<file path="config.mk">
export PLATFORM = sky130hd
export DESIGN_NAME = vehicle_lamp_indicator_controller_flat
export DESIGN_NICKNAME = d
export VERILOG_FILES = /design/src/rtl/vlic_pkg.sv /design/src/rtl/vlic_if.sv /design/src/rtl/vehicle_lamp_indicator_controller.sv /design/src/rtl/vlic_cfg_regs.sv /design/src/rtl/vlic_tick_eval.sv /design/src/rtl/vlic_out_stage.sv /design/src/flat_wrapper.sv
export SDC_FILE = /design/constraint.sdc
export NUM_CORES = 1
export LEC_CHECK = 0
export BUFFER_PORTS_ARGS = -buffer_cell sky130_fd_sc_hd__buf_4
export CAP_MARGIN = 20
export CORE_MARGIN = 3
export CORE_UTILIZATION = 45
export CTS_CLUSTER_DIAMETER = 200
export DETAILED_ROUTE_END_ITERATION = 6
export MAX_ROUTING_LAYER = met4
export PLACE_DENSITY_LB_ADDON = 0.1
export SETUP_SLACK_MARGIN = 0.1
export SLEW_MARGIN = 5
export SYNTH_ARGS = -nofsm -noshare
export SYNTH_HDL_FRONTEND = slang
export SYNTH_HIERARCHICAL = 1
export SYNTH_SLANG_ARGS = --single-unit
</file>
<file path="constraint.sdc">
create_clock -name clk -period 4.3 [get_ports clk]
set_input_delay 0 -clock clk [delete_from_list [all_inputs] [get_ports clk]]
set_output_delay 0 -clock clk [all_outputs]
set_load 0.01 [all_outputs]
</file>
<file path="src/rtl/vlic_pkg.sv">
package vlic_pkg;

    localparam logic [7:0] FAST_HALF_TICKS = 8'd3;
    localparam logic [7:0] SLOW_HALF_TICKS = 8'd10;

    localparam int CFG_INDEX_W = 3;

    typedef enum logic [CFG_INDEX_W-1:0] {
        REG_ALARM_DISTANCE  = 3'd0,
        REG_STEER_LIMIT     = 3'd1,
        REG_LIGHT_ON_LEVEL  = 3'd2,
        REG_LIGHT_OFF_LEVEL = 3'd3,
        REG_LIGHT_STABLE    = 3'd4,
        REG_BRAKE_MIN_SPEED = 3'd5,
        REG_BRAKE_DROP      = 3'd6,
        REG_SOS_HOLD        = 3'd7
    } cfg_index_t;

    typedef enum logic [1:0] {
        MODE_STEADY = 2'd0,
        MODE_TURN   = 2'd1,
        MODE_SOS    = 2'd2
    } light_mode_t;

    typedef struct packed {
        logic [15:0] alarm_distance_mm;
        logic [6:0]  steer_limit;
        logic [7:0]  light_on_level;
        logic [7:0]  light_off_level;
        logic [7:0]  light_stable_ticks;
        logic [15:0] brake_min_speed;
        logic [15:0] brake_speed_drop;
        logic [7:0]  sos_hold_ticks;
    } lamp_cfg_t;

    typedef struct packed {
        logic        left_lamp;
        logic        right_lamp;
        logic        lamp_update;
        light_mode_t light_mode;
    } lamp_result_t;

    function automatic logic [7:0] sat_inc8(input logic [7:0] v);
        return (v == 8'hFF) ? 8'hFF : v + 8'd1;
    endfunction

endpackage

</file>
<file path="src/rtl/vlic_if.sv">
interface vlic_tick_if;
    logic        valid;
    logic        ready;
    logic        aeb_active;
    logic        range_valid;
    logic [15:0] distance_mm;
    logic signed [7:0] steer_angle;
    logic [15:0] vehicle_speed;
    logic [7:0]  ambient_light;

    modport source (
        output valid, aeb_active, range_valid, distance_mm, steer_angle,
               vehicle_speed, ambient_light,
        input  ready
    );
    modport sink (
        input  valid, aeb_active, range_valid, distance_mm, steer_angle,
               vehicle_speed, ambient_light,
        output ready
    );
endinterface

interface vlic_lamp_if;
    logic       valid;
    logic       ready;
    logic       left_lamp;
    logic       right_lamp;
    logic       lamp_update;
    logic [1:0] light_mode;

    modport source (
        output valid, left_lamp, right_lamp, lamp_update, light_mode,
        input  ready
    );
    modport sink (
        input  valid, left_lamp, right_lamp, lamp_update, light_mode,
        output ready
    );
endinterface

interface vlic_cfg_if;
    logic        valid;
    logic        ready;
    logic [2:0]  index;
    logic [15:0] data;

    modport source (
        output valid, index, data,
        input  ready
    );
    modport sink (
        input  valid, index, data,
        output ready
    );
endinterface

</file>
<file path="src/rtl/vehicle_lamp_indicator_controller.sv">
// Vehicle lamp indicator controller.
// Channels: tick (sink) takes one sensor snapshot per request; lamp (source)
// returns one result per request with both lamp bits, an update flag and the
// blink mode; cfg (sink) writes one of eight settings by index, always ready.
// The result is registered, valid in the cycle after its tick is taken.
// Throughput: one tick per cycle while the result register can load; all
// evaluation is one pass of compare/counter logic, state to result register.
// Stall: the result register holds until lamp.ready; tick.ready stays high
// while the register is empty or being drained in the same cycle, so a
// stalled receiver backs up the sender by exactly one entry.
// Reset: settings return to defaults, all counters and lamp history clear,
// headlights off, and the first result always flags an update.
// The user must write settings only while no tick is in flight; not enforced.
module vehicle_lamp_indicator_controller
    import vlic_pkg::*;
(
    input  logic        clk,
    input  logic        rst_n,
    vlic_tick_if.sink   tick,
    vlic_lamp_if.source lamp,
    vlic_cfg_if.sink    cfg
);

    lamp_cfg_t    cfg_val;
    lamp_result_t result;
    logic         can_load;
    logic         accept;

    assign tick.ready = can_load;
    assign accept     = tick.valid && can_load;

    vlic_cfg_regs u_cfg_regs (
        .clk     (clk),
        .rst_n   (rst_n),
        .cfg     (cfg),
        .cfg_out (cfg_val)
    );

    vlic_tick_eval u_tick_eval (
        .clk           (clk),
        .rst_n         (rst_n),
        .accept        (accept),
        .aeb_active    (tick.aeb_active),
        .range_valid   (tick.range_valid),
        .distance_mm   (tick.distance_mm),
        .steer_angle   (tick.steer_angle),
        .vehicle_speed (tick.vehicle_speed),
        .ambient_light (tick.ambient_light),
        .cfg           (cfg_val),
        .result        (result)
    );

    vlic_out_stage u_out_stage (
        .clk      (clk),
        .rst_n    (rst_n),
        .load     (accept),
        .result   (result),
        .can_load (can_load),
        .lamp     (lamp)
    );

endmodule

</file>
<file path="src/rtl/vlic_cfg_regs.sv">
module vlic_cfg_regs
    import vlic_pkg::*;
(
    input  logic       clk,
    input  logic       rst_n,
    vlic_cfg_if.sink   cfg,
    output lamp_cfg_t  cfg_out
);

    lamp_cfg_t cfg_reg;

    assign cfg.ready = 1'b1;
    assign cfg_out   = cfg_reg;

    always_ff @(posedge clk or negedge rst_n)
    begin
        if (!rst_n)
        begin
            cfg_reg.alarm_distance_mm  <= 16'd50;
            cfg_reg.steer_limit        <= 7'd15;
            cfg_reg.light_on_level     <= 8'd80;
            cfg_reg.light_off_level    <= 8'd150;
            cfg_reg.light_stable_ticks <= 8'd60;
            cfg_reg.brake_min_speed    <= 16'd500;
            cfg_reg.brake_speed_drop   <= 16'd200;
            cfg_reg.sos_hold_ticks     <= 8'd100;
        end
        else if (cfg.valid)
        begin
            unique case (cfg_index_t'(cfg.index))
                REG_ALARM_DISTANCE:  cfg_reg.alarm_distance_mm  <= cfg.data;
                REG_STEER_LIMIT:     cfg_reg.steer_limit        <= cfg.data[6:0];
                REG_LIGHT_ON_LEVEL:  cfg_reg.light_on_level     <= cfg.data[7:0];
                REG_LIGHT_OFF_LEVEL: cfg_reg.light_off_level    <= cfg.data[7:0];
                REG_LIGHT_STABLE:    cfg_reg.light_stable_ticks <= cfg.data[7:0];
                REG_BRAKE_MIN_SPEED: cfg_reg.brake_min_speed    <= cfg.data;
                REG_BRAKE_DROP:      cfg_reg.brake_speed_drop   <= cfg.data;
                REG_SOS_HOLD:        cfg_reg.sos_hold_ticks     <= cfg.data[7:0];
            endcase
        end
    end

endmodule

</file>
<file path="src/rtl/vlic_tick_eval.sv">
module vlic_tick_eval
    import vlic_pkg::*;
(
    input  logic              clk,
    input  logic              rst_n,
    input  logic              accept,
    input  logic              aeb_active,
    input  logic              range_valid,
    input  logic [15:0]       distance_mm,
    input  logic signed [7:0] steer_angle,
    input  logic [15:0]       vehicle_speed,
    input  logic [7:0]        ambient_light,
    input  lamp_cfg_t         cfg,
    output lamp_result_t      result
);

    logic [7:0]  sos_count_reg, sos_count_next;
    logic [7:0]  blink_count_reg, blink_count_next;
    logic        blink_phase_reg, blink_phase_next;
    logic [15:0] last_speed_reg;
    logic        headlights_reg, headlights_next;
    logic [7:0]  run_count_reg, run_count_next;
    logic        last_left_reg, last_left_next;
    logic        last_right_reg, last_right_next;
    logic        written_reg, written_next;

    logic              alarm;
    logic signed [8:0] steer_ext;
    logic signed [8:0] thr_ext;
    logic              go_left;
    logic              go_right;
    logic              turning;
    logic [16:0]       speed_sum;
    logic              braking;
    logic              qualify;
    logic [7:0]        run_inc;
    logic [7:0]        blink_inc;
    logic [7:0]        half;
    logic              steady;
    logic              left;
    logic              right;
    logic              sos_on;

    always_comb
    begin
        alarm     = aeb_active || (range_valid && (distance_mm < cfg.alarm_distance_mm));
        steer_ext = {steer_angle[7], steer_angle};
        thr_ext   = $signed({2'b00, cfg.steer_limit});
        go_left    = steer_ext < -thr_ext;
        go_right   = steer_ext > thr_ext;
        turning    = go_left || go_right;
        speed_sum  = {1'b0, vehicle_speed} + {1'b0, cfg.brake_speed_drop};
        braking    = (last_speed_reg > cfg.brake_min_speed) &&
                     (speed_sum < {1'b0, last_speed_reg});

        // headlight hysteresis
        qualify = headlights_reg ? (ambient_light > cfg.light_off_level)
                                 : (ambient_light < cfg.light_on_level);
        run_inc         = sat_inc8(run_count_reg);
        headlights_next = headlights_reg;
        run_count_next  = 8'd0;
        if (qualify)
        begin
            if (run_inc >= cfg.light_stable_ticks)
                headlights_next = ~headlights_reg;
            else
                run_count_next = run_inc;
        end

        if (alarm)
            sos_count_next = cfg.sos_hold_ticks;
        else if (sos_count_reg != 8'd0)
            sos_count_next = sos_count_reg - 8'd1;
        else
            sos_count_next = 8'd0;
        sos_on = sos_count_next != 8'd0;

        half = sos_on ? FAST_HALF_TICKS : (turning ? SLOW_HALF_TICKS : 8'd0);
        blink_inc        = sat_inc8(blink_count_reg);
        blink_count_next = 8'd0;
        blink_phase_next = 1'b1;
        if (half != 8'd0)
        begin
            blink_phase_next = blink_phase_reg;
            if (blink_inc >= half)
                blink_phase_next = ~blink_phase_reg;
            else
                blink_count_next = blink_inc;
        end

        steady = headlights_next || braking;
        if (sos_on)
        begin
            left  = blink_phase_next;
            right = blink_phase_next;
            result.light_mode = MODE_SOS;
        end
        else if (turning)
        begin
            left  = go_left ? blink_phase_next : steady;
            right = go_right ? blink_phase_next : steady;
            result.light_mode = MODE_TURN;
        end
        else
        begin
            left  = steady;
            right = steady;
            result.light_mode = MODE_STEADY;
        end

        result.left_lamp   = left;
        result.right_lamp  = right;
        result.lamp_update = !written_reg || (left != last_left_reg) ||
                             (right != last_right_reg);
        last_left_next  = result.lamp_update ? left : last_left_reg;
        last_right_next = result.lamp_update ? right : last_right_reg;
        written_next    = written_reg || result.lamp_update;
    end

    always_ff @(posedge clk or negedge rst_n)
    begin
        if (!rst_n)
        begin
            sos_count_reg   <= 8'd0;
            blink_count_reg <= 8'd0;
            blink_phase_reg <= 1'b0;
            last_speed_reg  <= 16'd0;
            headlights_reg  <= 1'b0;
            run_count_reg   <= 8'd0;
            last_left_reg   <= 1'b0;
            last_right_reg  <= 1'b0;
            written_reg     <= 1'b0;
        end
        else if (accept)
        begin
            sos_count_reg   <= sos_count_next;
            blink_count_reg <= blink_count_next;
            blink_phase_reg <= blink_phase_next;
            last_speed_reg  <= vehicle_speed;
            headlights_reg  <= headlights_next;
            run_count_reg   <= run_count_next;
            last_left_reg   <= last_left_next;
            last_right_reg  <= last_right_next;
            written_reg     <= written_next;
        end
    end

endmodule

</file>
<file path="src/rtl/vlic_out_stage.sv">
module vlic_out_stage
    import vlic_pkg::*;
(
    input  logic         clk,
    input  logic         rst_n,
    input  logic         load,
    input  lamp_result_t result,
    output logic         can_load,
    vlic_lamp_if.source  lamp
);

    logic         valid_reg;
    lamp_result_t data_reg;

    assign can_load         = !valid_reg || lamp.ready;
    assign lamp.valid       = valid_reg;
    assign lamp.left_lamp   = data_reg.left_lamp;
    assign lamp.right_lamp  = data_reg.right_lamp;
    assign lamp.lamp_update = data_reg.lamp_update;
    assign lamp.light_mode  = data_reg.light_mode;

    always_ff @(posedge clk or negedge rst_n)
    begin
        if (!rst_n)
            valid_reg <= 1'b0;
        else if (can_load)
            valid_reg <= load;
    end

    always_ff @(posedge clk)
    begin
        if (load)
            data_reg <= result;
    end

endmodule

</file>
<file path="src/flat_wrapper.sv">
// flat-port wrapper written by rule: the top's interface ports become plain ports
module vehicle_lamp_indicator_controller_flat import vlic_pkg::*;
  (clk, rst_n, tick_valid, tick_aeb_active, tick_range_valid, tick_distance_mm, tick_steer_angle, tick_vehicle_speed, tick_ambient_light, tick_ready, lamp_valid, lamp_left_lamp, lamp_right_lamp, lamp_lamp_update, lamp_light_mode, lamp_ready, cfg_valid, cfg_index, cfg_data, cfg_ready);
  vlic_tick_if tick_i ();
  vlic_lamp_if lamp_i ();
  vlic_cfg_if cfg_i ();
  input  logic clk;
  input  logic rst_n;
  input wire logic [$bits(tick_i.valid)-1:0] tick_valid;
  input wire logic [$bits(tick_i.aeb_active)-1:0] tick_aeb_active;
  input wire logic [$bits(tick_i.range_valid)-1:0] tick_range_valid;
  input wire logic [$bits(tick_i.distance_mm)-1:0] tick_distance_mm;
  input wire logic [$bits(tick_i.steer_angle)-1:0] tick_steer_angle;
  input wire logic [$bits(tick_i.vehicle_speed)-1:0] tick_vehicle_speed;
  input wire logic [$bits(tick_i.ambient_light)-1:0] tick_ambient_light;
  output wire logic [$bits(tick_i.ready)-1:0] tick_ready;
  output wire logic [$bits(lamp_i.valid)-1:0] lamp_valid;
  output wire logic [$bits(lamp_i.left_lamp)-1:0] lamp_left_lamp;
  output wire logic [$bits(lamp_i.right_lamp)-1:0] lamp_right_lamp;
  output wire logic [$bits(lamp_i.lamp_update)-1:0] lamp_lamp_update;
  output wire logic [$bits(lamp_i.light_mode)-1:0] lamp_light_mode;
  input wire logic [$bits(lamp_i.ready)-1:0] lamp_ready;
  input wire logic [$bits(cfg_i.valid)-1:0] cfg_valid;
  input wire logic [$bits(cfg_i.index)-1:0] cfg_index;
  input wire logic [$bits(cfg_i.data)-1:0] cfg_data;
  output wire logic [$bits(cfg_i.ready)-1:0] cfg_ready;
  assign tick_i.valid = tick_valid;
  assign tick_i.aeb_active = tick_aeb_active;
  assign tick_i.range_valid = tick_range_valid;
  assign tick_i.distance_mm = tick_distance_mm;
  assign tick_i.steer_angle = tick_steer_angle;
  assign tick_i.vehicle_speed = tick_vehicle_speed;
  assign tick_i.ambient_light = tick_ambient_light;
  assign tick_ready = tick_i.ready;
  assign lamp_valid = lamp_i.valid;
  assign lamp_left_lamp = lamp_i.left_lamp;
  assign lamp_right_lamp = lamp_i.right_lamp;
  assign lamp_lamp_update = lamp_i.lamp_update;
  assign lamp_light_mode = lamp_i.light_mode;
  assign lamp_i.ready = lamp_ready;
  assign cfg_i.valid = cfg_valid;
  assign cfg_i.index = cfg_index;
  assign cfg_i.data = cfg_data;
  assign cfg_ready = cfg_i.ready;
  vehicle_lamp_indicator_controller u_core (.clk(clk), .rst_n(rst_n), .tick(tick_i), .lamp(lamp_i), .cfg(cfg_i));
endmodule
</file>
==> results of run 1 <==
-- layout make-up --
| class | instances | area, um^2 | share of cell area |
|---|---|---|---|
| multi-input combinational | 597 | 5010 | 0.4609 |
| clock buffer | 20 | 446.7 | 0.04110 |
| tap | 260 | 325.3 | 0.02993 |
| inverter | 102 | 382.9 | 0.03522 |
| timing repair buffer | 133 | 1087 | 0.1000 |
| clock inverter | 12 | 101.3 | 0.009324 |
| sequential | 138 | 3516 | 0.3235 |
-- logic make-up after synthesis --
family / share of synthesized area
buf+inv: 0.05926
simple gates: 0.1180
xor+xnor: 0.02359
compound gates: 0.1285
flops: 0.3945
fa+ha+maj: 0.1525
other cells: 0.0004209
mux: 0.1233
-- power by group through the flow --
stage	combinational (W)	sequential (W)	clock [W]
after floorplan	0.00145	0.00182	0
after global placement	0.00190	0.00186	0
after detailed placement	0.00192	0.00187	0
after CTS	0.00197	0.00185	0.00142
after global routing	0.00233	0.00190	0.00147
final	0.00206	0.00186	0.00138
-- placed cells by master, fill, tap and decap left out, drive strengths merged, types with 7 or more instances in the layout --
cell type,n
nor3,21
mux2,92
a211oi,12
inv,103
dlygate4sd3,34
xnor2,18
clkbuf,20
nand3,21
buf,99
nor2,38
o21ai,55
o21a,12
dfstp,29
nor2b,10
a21oi,29
a22o,8
a21o,11
nand2b,13
ha,107
clkinv,7
nand4,14
nand2,47
dfrtp,104
o211ai,7
-- metrics by stage --
step	std cells	util	area, um^2
2_1_floorplan	862	-	8910
3_3_place_gp	1194	0.5148	9823
3_5_place_dp	1194	0.5148	9823
4_1_cts	1260	0.5620	10720
5_1_grt	1262	0.5696	10870
6_report	1262	0.5696	10870
-- worst register-to-register path, cell delays in order, from the launching register on --
cell,delay (ns)
dfrtp_2,0.44
ha_4,0.27
a21oi_2,0.05
a2bb2oi_2,0.16
a2111o_1,0.47
a31oi_4,0.22
nand4_1,0.11
nand3_2,0.10
o21a_1,0.11
nor2_1,0.04
xnor2_1,0.13
ha_1,0.35
a2111oi_4,0.37
and3_1,0.21
o211ai_1,0.09
o211ai_1,0.18
buf_4,0.16
mux2_4,0.15
xnor2_1,0.10
nand3_1,0.08
-- worst paths after layout --
| kind | startpoint | to | slack, ns | depth (start not counted) |
|---|---|---|---|---|
| min in group asynchronous | rst_n | u_core/u_out_stage/lamp.valid | 0.27 | 2 |
| max | u_core/u_cfg_regs/cfg_out[9] | u_core/u_out_stage/lamp.lamp_update | 0.24 | 19 |
| max in group asynchronous | rst_n | u_core/u_cfg_regs/cfg_out[5] | 3.04 | 3 |
| min reg2reg | u_core/u_tick_eval/written_reg | u_core/u_tick_eval/written_reg | 0.49 | 1 |
| min | tick_aeb_active | u_core/u_out_stage/lamp.light_mode[1] | 0.14 | 4 |
| max reg2reg | u_core/u_cfg_regs/cfg_out[9] | u_core/u_out_stage/lamp.lamp_update | 0.24 | 19 |
-- layer usage --
layer	wire length (um)	part of all wire	track usage	up-vias
met5	0	0	-	-
met4	202	0.010	0.04657	0
met3	560	0.028	0.03486	17
met2	9413	0.47	0.3061	100
met1	10000	0.50	0.2719	3190
li1	-	-	-	3335
-- timing repair --
item                                    CTS  global route
setup buffers                             0             2
hold buffers                             34             0
pin swaps                                 0            18
resized for setup                         3            28
hold endpoints to repair                187             0
endpoints found under the setup margin    1             5
==> impl_results.md, run 1 <==
* Number of flops mapped to enable cells by yosys at 5
* Status: completed
* Initial antenna violation count at 0
* RSZ-0062 raised after global routing: true
* CP Capture Type: flop
* TNS Setup at 0 ns
* Clock Sinks at 138
* Async SR Flop Fraction at 0.9638
* Mapped cell area at 0.008910 mm^2
* Part of the cycle the worst path needs at 0.9444
* Clk buf depth at 2
* # DRC at 0
* Rel. slew slack at 0.3716
* Slew of the pin with the lowest slew margin at 0.9426 ns
* Routability Congestion at 0.8504
* Syn_area_per_cell at 10.34 um^2
* Pin count of the biggest net entering global routing at 105
* Power density cells at 487.2 mW/mm^2
* Dominant cells by area after synthesis: dfrtp_1, ha_1, mux2_2
* Max FO, Critical Path at 3
* Num CTS Buffers at 17
* Die X-Extent at 146.7 um
* WL final at 20.18 mm
* Hold WS at 0.1388 ns
* Setup Skew at 0.007812 ns
* Critical Path Slowest Stage Cell: a2111o_1
* YS warnings at 6
* Iteration-0 DRC Markers at 299
* Starting Density at 0.4670
* # Max-Cap Violations at 0
* Synth cell types at 70
* Largest register FFs at 87
* Number of port buffers at 80
* Hold/Removal Path Class: input pin to flop
* Sw power at 0.001769 W
* Post-DRT Antenna Nets at 0
* Share of layout cells above drive strength 1 at 0.2854
* Top cell type's share of synthesized area at 0.2921
* Sequential share of power at 0.350
* Row count at 50
* Sequential share of the synthesized area at 0.3945
* Vias at 6642
* Most common cell in the netlist: ha_1
* Placed wire-length estimate at 14.66 mm
* Global route total overflow at 0
* Initial DRT Pass Iterations at 5
* Avg WL per Cell at 15.99 um
* I/O pin count at 82
* Antenna fix cells at 0
* Total nets after synthesis at 1044
* Post-DR vias/cell at 5.263
* Cells after Synth at 862
* P_leak at 5.099 nW
* Critical path cell sequence: ha_4 > a21oi_2 > a2bb2oi_2 > a2111o_1 > a31oi_4 > nand4_1 > nand3_2 > o21a_1 > nor2_1 > xnor2_1 > ha_1 > a2111oi_4 > and3_1 > o211ai_1 > o211ai_1 > buf_4 > mux2_4 > xnor2_1 > nand3_1
* First-pass GRT wire length at 33.22 mm
* Fin nets at 1171
* Synthesized flop and latch total at 138
* Final Hold Vio Count at 0
* Req. time, crit path at 4.46 ns
* Period minus WS final at 4.061 ns
* Core box area at 0.01908 mm^2
* Synth area leader: dfrtp_1
* VDD IR-drop max at 0.2795 mV
* Skew-Pair Late Insertion Delay at 0.42 ns
* Buf/Inv on CP at 1
* Die area at 0.02152 mm^2
* Final setup fails at 0
* Top Family by Delay on Critical Path: compound AO/OA/AOI/OAI gates
* Fin. max-slew vios at 0
* Post-synth top flop: dfrtp_1
* WP data arrival at 4.22 ns
* FMAX at 0.2462 GHz
* Worst-path clk slew at 0.06 ns
* Critical path launch point type: flop
* Int Pwr at 0.003526 W
* Clock Tree Root: clkbuf_16
* Vias in the first global route at 6496
* Worst path max stage delay at 0.47 ns
* Synth top cells by count: ha_1, dfrtp_1, inv_1
* Switching Share at 0.3341
* Die height at 146.7 um
* Clock share of power at 0.260
* H-tree depth at 4
* Worst setup margin at 0.2390 ns
* Setup CP Type: flop to flop
* Filler cells at 1696
* Gr usage total at 0.1975
* CTS tree: built
* Placement Setup Slack at 0.01033 ns
* Power consumption at 0.005295 W
* Area delta synth->final at 21.99%
* Gate power share at 0.389
No activity file was read; power rests on OpenSTA's default activity.
==> run 2, diff against run 1 <==
SYNTH_HIERARCHICAL = unset   (was 1)
==> run 2 against run 1 <==
The flow now finishes with violations (setup timing). Largest power group unchanged. Worst hold slack lost 0.052 ns. Wire length shrank 0.29%. Clock power grew 4%. Worst setup slack lost 0.53 ns. Maximum frequency shrank 11%. Via count grew 3.0%. Synthesized area shrank 3.3%.
==> impl_results.md, run 2 <==
* Status: finished, violations left (was completed)
* Failing checks: setup timing
* Row count at 49 (was 50)
* P_leak at 5.038 nW (was 5.099 nW)
* YS warnings at 0 (was 6)
* Cells after Synth at 892 (was 862)
* Area delta synth->final at 24.57% (was 21.99%)
* First-pass GRT wire length at 33.39 mm (was 33.22 mm)
* Worst-path clk slew at 0.06 ns (about the same)
* Most frequent cells in the layout: buf_4, ha_1, dfrtp_1 (was dfrtp_1, inv_1, ha_1)
* Dpl cell area at 0.009656 mm^2 (was 0.009823 mm^2)
* Fin. max-slew vios at 0 (unchanged)
* Critical register-to-register path startpoint: u_core.u_cfg_regs.cfg_out[9] (was u_core/u_cfg_regs/cfg_out[9])
* Largest register FFs at 87 (unchanged)
* Post-synth top flop: dfrtp_1 (unchanged)
* VDD IR-drop max at 0.2480 mV (was 0.2795 mV)
* # Max-Cap Violations at 0 (unchanged)
* Setup CP Type: flop to flop (unchanged)
* RSZ-0062 raised after global routing: true (unchanged)
* Post-DR vias/cell at 5.330 (was 5.263)
* Clock Sinks at 138 (unchanged)
* Metal-1 WL at 10.29 mm (was 10.00 mm)
* H-tree depth at 4 (unchanged)
* Filler cells at 1647 (was 1696)
* Vias in the first global route at 6686 (was 6496)
* Pin count of the biggest net entering global routing at 106 (was 105)
* Max FO, Critical Path at 2 (was 3)
* WP data arrival at 4.75 ns (was 4.22 ns)
* Power density cells at 490.6 mW/mm^2 (was 487.2 mW/mm^2)
* Iteration-0 DRC Markers at 332 (was 299)
* Die X-Extent at 144.3 um (was 146.7 um)
* Power consumption at 0.005263 W (was 0.005295 W)
* Worst setup margin at -0.2882 ns (was 0.2390 ns)
* Synth top cells by count: ha_1, dfrtp_1, nand2_1 (was ha_1, dfrtp_1, inv_1)
* DR WL met2 at 8.793 mm (was 9.413 mm)
* Die area at 0.02083 mm^2 (was 0.02152 mm^2)
* Mapped cell area at 0.008612 mm^2 (was 0.008910 mm^2)
* Number of port buffers at 80 (unchanged)
* Top Layer Used: met4 (unchanged)
* Clock Tree Root: clkbuf_16 (unchanged)
* Most common cell after layout, fill and taps aside: buf_4 (was dfrtp_1)
* Slew of the pin with the lowest slew margin at 1.072 ns (was 0.9426 ns)
* Initial DRT Pass Iterations at 5 (unchanged)
* TNS Setup at -0.8390 ns (was 0 ns)
* Fin nets at 1224 (was 1171)
* Post-DRT Antenna Nets at 0 (unchanged)
* Critical Path Slowest Stage Cell: or4_1 (was a2111o_1)
* Setup Skew at 0.007280 ns (was 0.007812 ns)
* Total nets after synthesis at 1074 (was 1044)
* # DRC at 0 (unchanged)
* Sequential share of the synthesized area at 0.4081 (was 0.3945)
* Rel. slew slack at 0.2817 (was 0.3716)
* Routability Congestion at 0.8770 (was 0.8504)
* I/O pin count at 82 (unchanged)
* Final Hold Vio Count at 0 (unchanged)
* Most common cell in the netlist: ha_1 (unchanged)
* Syn_area_per_cell at 9.655 um^2 (was 10.34 um^2)
* Placed wire-length estimate at 14.53 mm (was 14.66 mm)
* Avg WL per Cell at 15.67 um (was 15.99 um)
* Non-filler instance count after layout at 1284 (was 1262)
* Gr usage total at 0.2098 (was 0.1975)
* Fin area at 0.01073 mm^2 (was 0.01087 mm^2)
* Starting Density at 0.4682 (was 0.4670)
* Skew-Pair Late Insertion Delay at 0.42 ns (about the same)
* Share of layout cells above drive strength 1 at 0.2408 (was 0.2854)
* Critical path cell sequence: ha_4 > a211oi_4 > o211a_1 > o311ai_4 > o41a_1 > a21oi_2 > nor2b_1 > o21a_1 > o41a_1 > xnor2_1 > ha_1 > nand4_1 > or4_1 > o211ai_1 > o211ai_1 > mux2i_1 > xor2_1 > nand3_1 (was ha_4 > a21oi_2 > a2bb2oi_2 > a2111o_1 > a31oi_4 > nand4_1 > nand3_2 > o21a_1 > nor2_1 > xnor2_1 > ha_1 > a2111oi_4 > and3_1 > o211ai_1 > o211ai_1 > buf_4 > mux2_4 > xnor2_1 > nand3_1)
* Critical Path Start: u_core.u_cfg_regs.cfg_out[9] (was u_core/u_cfg_regs/cfg_out[9])
* Period minus WS final at 4.588 ns (was 4.061 ns)
* Met3 wire len at 840 um (was 560 um)
* Req. time, crit path at 4.46 ns (about the same)
* Worst path max stage delay at 0.52 ns (was 0.47 ns)
* Placed insts at 1208 (was 1194)
* WL final at 20.12 mm (was 20.18 mm)
* Vias at 6844 (was 6642)
* Synth cell types at 60 (was 70)
* Num CTS Buffers at 17 (unchanged)
* Part of the cycle the worst path needs at 1.067 (was 0.9444)
* Clk buf depth at 2 (unchanged)
* Critical path launch point type: flop (unchanged)
* Dominant cells by area after synthesis: dfrtp_1, ha_1, dfstp_2 (was dfrtp_1, ha_1, mux2_2)
* Async SR Flop Fraction at 0.9638 (unchanged)
* Final setup fails at 5 (was 0)
* Antenna fix cells at 0 (unchanged)
* Initial antenna violation count at 0 (unchanged)
* Synth area leader: dfrtp_1 (unchanged)
* CTS tree: built (unchanged)
* Hold/Removal Path Class: input pin to flop (unchanged)
* Die height at 144.3 um (was 146.7 um)
* Synthesized flop and latch total at 138 (unchanged)
* Core box area at 0.01839 mm^2 (was 0.01908 mm^2)
* Global route total overflow at 0 (unchanged)
* FMAX at 0.2179 GHz (was 0.2462 GHz)
* Number of flops mapped to enable cells by yosys at 5 (unchanged)
* HP Start: cfg_index[0] (was tick_aeb_active)
* Top cell type's share of synthesized area at 0.3022 (was 0.2921)
* CP Capture Type: flop (unchanged)
-- run 2: stage by stage --
| step | hold WS (ns) | setup WS, ns | util |
|---|---|---|---|
| floorplan | -0.2956 | 0.09263 | - |
| finish | 0.08648 | -0.2882 | 0.5833 |
| detailed placement | 0.2009 | -0.2230 | 0.5250 |
| global placement | 0.1991 | -0.1577 | 0.5242 |
| CTS | 0.06444 | -0.2210 | 0.5791 |
| global route | 0.1059 | -0.5476 | 0.5833 |
-- run 2: path summary, 6_finish.rpt --
check / slack (ns) / endpoint / cells past startpoint
setup / recovery: -0.29 / u_core.u_out_stage.lamp.lamp_update / 18
hold / removal: 0.09 / u_core.u_cfg_regs.cfg_out[62] / 5
setup reg to reg: -0.29 / u_core.u_out_stage.lamp.lamp_update / 18
hold reg to reg: 0.50 / u_core.u_tick_eval.written_reg / 1
max in group asynchronous: 2.96 / u_core.u_cfg_regs.cfg_out[64] / 3
min in group asynchronous: 0.24 / u_core.u_tick_eval.run_count_reg[1] / 2
-- run 2: worst max-delay path: cells and delay by family (launching register included) --
kind                     cells  cell delay, ns
multiplexers                 1            0.23
XOR/XNOR                     2            0.30
flip-flops                   1            0.41
adder cells (fa/ha/maj)      2            0.53
AO/OA/AOI/OAI                9            2.07
AND/OR/NAND/NOR              4            0.80
-- run 2: logic make-up after synthesis --
logic type                 count (synthesis)  share of synthesized area
muxes                                     55                    0.07148
DFF                                      138                     0.4081
adders and majority gates                108                     0.1578
AOI/OAI and AO/OA                        211                     0.1524
and+or+nand+nor                          246                     0.1398
buffers and inverters                    113                    0.04969
xor gates and xnor gates                  20                    0.02034
other                                      1                  0.0004354
-- run 2: where the power goes --
| part | switching (W) | internal, W | leakage (nW) |
|---|---|---|---|
| combinational | 0.00103 | 0.000976 | 3.13 |
| clock | 0.000574 | 0.000855 | 0.277 |
| sequential | 0.000179 | 0.00165 | 1.63 |
| total | 0.00178 | 0.00348 | 5.04 |
-- run 2: layout make-up --
class	instances	area, um^2	area share
clock buffer	18	429.2	0.04000
clock inverter	14	146.4	0.01365
inverter	92	345.3	0.03219
multi-input combinational	641	4766	0.4442
sequential	138	3515	0.3276
tap	229	286.5	0.02671
timing repair buffer	152	1240	0.1156
-- run 2: repair_timing --
item                                    4_1_cts  5_1_grt
endpoints found under the hold margin       182        0
endpoints found under the setup margin        5       10
hold buffers                                 35        0
pin swaps                                     2       11
gates resized for setup                       6       16
buffers inserted                              7        2
-- run 2: per-layer routing --
layer / up-vias / global-route usage
met5: - / -
met4: 0 / 0.04664
met3: 14 / 0.04464
met2: 129 / 0.3072
met1: 3223 / 0.3008
li1: 3478 / -
==> run 3, diff against run 2 <==
clock period = 4.7 ns   (was 4.3 ns; I/O delays follow)
==> run 3 against run 2 <==
The run now ends clean. Clock skew grew 0.0013 ns. Combinational power shrank 11%. Register-to-register slack improved by 0.46 ns. Worst setup slack improved by 0.46 ns. Critical path depth stayed put. Wire length increased by 1.6%. Count of clock-buffer cells in the layout is 2 higher. Final area decreased by 1.0%. Critical endpoint unchanged.
==> impl_results.md, run 3 (synthesized netlist as in run 2, its figures left out) <==
* Clock Sinks at 138 (unchanged)
* Top Family by Delay on Critical Path: compound AO/OA/AOI/OAI gates (unchanged)
* CTS tree: built (unchanged)
* WP data arrival at 4.69 ns (was 4.75 ns)
* Period minus WS final at 4.529 ns (was 4.588 ns)
* Most common cell after layout, fill and taps aside: dfrtp_1 (was buf_4)
* Pin count of the biggest net entering global routing at 94 (was 106)
* Clock Tree Root: clkbuf_16 (unchanged)
* Power density cells at 455.1 mW/mm^2 (was 490.6 mW/mm^2)
* Req. time, crit path at 4.86 ns (was 4.46 ns)
* Routability Congestion at 0.8532 (was 0.8770)
* Setup CP Type: flop to flop (unchanged)
* Rel. slew slack at 0.3071 (was 0.2817)
* FMAX at 0.2208 GHz (was 0.2179 GHz)
* Vias at 6750 (was 6844)
* Starting Density at 0.4682 (unchanged)
* Skew-Pair Late Insertion Delay at 0.42 ns (about the same)
* Worst-path clk slew at 0.06 ns (about the same)
* Gr usage total at 0.2149 (was 0.2098)
* Initial DRT Pass Iterations at 5 (unchanged)
* Global route total overflow at 0 (unchanged)
* Max FO, Critical Path at 3 (was 2)
* Placement Setup Slack at 0.01090 ns (was -0.2230 ns)
* Critical path launch point type: flop (unchanged)
* Part of the cycle the worst path needs at 0.9637 (was 1.067)
* Post-DR vias/cell at 5.332 (was 5.330)
* Share of layout cells above drive strength 1 at 0.2239 (was 0.2408)
* Placed wire-length estimate at 14.75 mm (was 14.53 mm)
* CP Capture Point: u_core.u_out_stage.lamp.lamp_update (unchanged)
* Critical Path Start: u_core.u_cfg_regs.cfg_out[9] (unchanged)
* Buf/Inv on CP at 0 (unchanged)
* I/O pin count at 82 (unchanged)
* Reg2Reg Setup Slack at 0.17 ns (was -0.29 ns)
* Critical path cell sequence: ha_4 > a211oi_2 > o211a_1 > o311ai_4 > o41a_1 > a21oi_2 > nor2b_1 > o21a_1 > o41a_1 > xnor2_1 > ha_1 > nand4_1 > or4_1 > o211ai_1 > o211ai_1 > mux2i_1 > xor2_1 > nand3_1 (was ha_4 > a211oi_4 > o211a_1 > o311ai_4 > o41a_1 > a21oi_2 > nor2b_1 > o21a_1 > o41a_1 > xnor2_1 > ha_1 > nand4_1 > or4_1 > o211ai_1 > o211ai_1 > mux2i_1 > xor2_1 > nand3_1)
* First-pass GRT wire length at 34.09 mm (was 33.39 mm)
* # Max-Cap Violations at 0 (unchanged)
* Core box area at 0.01839 mm^2 (unchanged)
* CP Capture Type: flop (unchanged)
* # DRC at 0 (unchanged)
* Final Hold Vio Count at 0 (unchanged)
* Clk buf depth at 2 (unchanged)
* Worst setup margin at 0.1705 ns (was -0.2882 ns)
* Die X-Extent at 144.3 um (unchanged)
* Post-DRT Antenna Nets at 0 (unchanged)
* Die height at 144.3 um (unchanged)
* Setup Skew at 0.008565 ns (was 0.007280 ns)
* P_leak at 4.953 nW (was 5.038 nW)
* Fin area at 0.01062 mm^2 (was 0.01073 mm^2)
* Worst path depth at 18 (unchanged)
* WL final at 20.45 mm (was 20.12 mm)
* Final setup fails at 0 (was 5)
* Status: completed (was finished, violations left)
* Num CTS Buffers at 17 (unchanged)
* Critical register-to-register path startpoint: u_core.u_cfg_regs.cfg_out[9] (unchanged)
* Largest register FFs at 87 (unchanged)
* Critical Path Slowest Stage Cell: or4_1 (unchanged)
* Filler cells at 1621 (was 1647)
* VDD IR-drop max at 0.2604 mV (was 0.2480 mV)
* Worst path max stage delay at 0.52 ns (about the same)
* Dpl cell area at 0.009512 mm^2 (was 0.009656 mm^2)
* Hold/Removal Path Class: input pin to flop (unchanged)
* Area delta synth->final at 23.26% (was 24.57%)
* Initial antenna violation count at 2 (was 0)
* Reg2Reg Depth at 18 (unchanged)
* Row count at 49 (unchanged)
* H-tree depth at 4 (unchanged)
* Fin nets at 1205 (was 1224)
* Iteration-0 DRC Markers at 350 (was 332)
* Fin util at 0.5771 (was 0.5833)
* Worst Hold Depth at 5 (unchanged)
* Fin. max-slew vios at 0 (unchanged)
* RSZ-0062 raised after global routing: true (unchanged)
* Most frequent cells in the layout: dfrtp_1, ha_1, buf_4 (was buf_4, ha_1, dfrtp_1)
* Vias in the first global route at 6819 (was 6686)
* Slew of the pin with the lowest slew margin at 1.034 ns (was 1.072 ns)
* Avg WL per Cell at 16.15 um (was 15.67 um)
* Number of port buffers at 80 (unchanged)
* Reg2reg end: u_core.u_out_stage.lamp.lamp_update (unchanged)
* Die area at 0.02083 mm^2 (unchanged)
run 3: cell count changes in the layout (fill, tap and decap cells not counted), sizes merged:
| cell | before | now |
|---|---|---|
| clkinvlp | 3 | 4 |
| buf | 117 | 98 |
| diode | 0 | 1 |
| clkbuf | 18 | 20 |
| clkinv | 7 | 5 |
| inv | 94 | 93 |
run 3: timing repair:
item,4_1_cts,5_1_grt
gates resized for setup,8,10
hold buffers,35,0
pin swaps,9,9
endpoints found under the hold margin,170,0
endpoints found under the setup margin,1,5
buffers inserted,7,2
run 3: metal layers:
layer | GRT usage | routed length [um] | vias up
met1 | 0.3008 | 10320 | 3179
met5 | - | 0 | -
met4 | 0.05498 | 237 | 0
li1 | - | - | 3431
met3 | 0.04134 | 695 | 22
met2 | 0.3226 | 9191 | 118
run 3: power breakdown:
| group | internal [W] | switching [W] | total (W) |
|---|---|---|---|
| Clock | 0.000831 | 0.000540 | 0.00137 |
| Combinational | 0.000842 | 0.000946 | 0.00179 |
| Sequential | 0.00151 | 0.000165 | 0.00167 |
| Total | 0.00318 | 0.00165 | 0.00483 |
run 3: worst min path at each step:
stage,to,slack [ns],startpoint
final,u_core.u_cfg_regs.cfg_out[44],0.07,cfg_index[0]
after floorplan,u_core.u_cfg_regs.cfg_out[0],-0.30,rst_n
after global placement,u_core.u_tick_eval.run_count_reg[2],0.16,rst_n
after CTS,u_core.u_cfg_regs.cfg_out[44],0.06,cfg_index[0]
after global routing,u_core.u_cfg_regs.cfg_out[60],0.11,cfg_index[0]
after detailed placement,u_core.u_cfg_regs.cfg_out[41],0.15,rst_n
run 3: area by class of cell:
type	count	area, um^2	share of cell area
antenna	1	2.502	0.0002357
clock buffer	20	467.9	0.04408
clock inverter	12	138.9	0.01308
inverter	92	345.3	0.03253
multi-input combinational	641	4766	0.4490
sequential	138	3515	0.3311
tap	229	286.5	0.02699
timing repair buffer	133	1094	0.1030
run 3: worst reg2reg max path, stage by stage, from the launching register on:
cell and delay, ns:
dfrtp_1 0.41, ha_4 0.23, a211oi_2 0.20, o211a_1 0.26, o311ai_4 0.14, o41a_1 0.35
a21oi_2 0.16, nor2b_1 0.07, o21a_1 0.18, o41a_1 0.32, xnor2_1 0.13, ha_1 0.30
nand4_1 0.11, or4_1 0.52, o211ai_1 0.22, o211ai_1 0.15, mux2i_1 0.26, xor2_1 0.18
nand3_1 0.10
run 3: metrics by stage:
stage / hold slack, ns / power [W] / std cells / setup TNS (ns)
2_1_floorplan: -0.2956 / 0.002847 / 892 / 0
3_3_place_gp: 0.1559 / 0.003275 / 1190 / 0
3_5_place_dp: 0.1532 / 0.003310 / 1191 / 0
4_1_cts: 0.05567 / 0.004821 / 1265 / 0
5_1_grt: 0.1148 / 0.005208 / 1266 / -0.07800
6_report: 0.07438 / 0.004831 / 1266 / 0
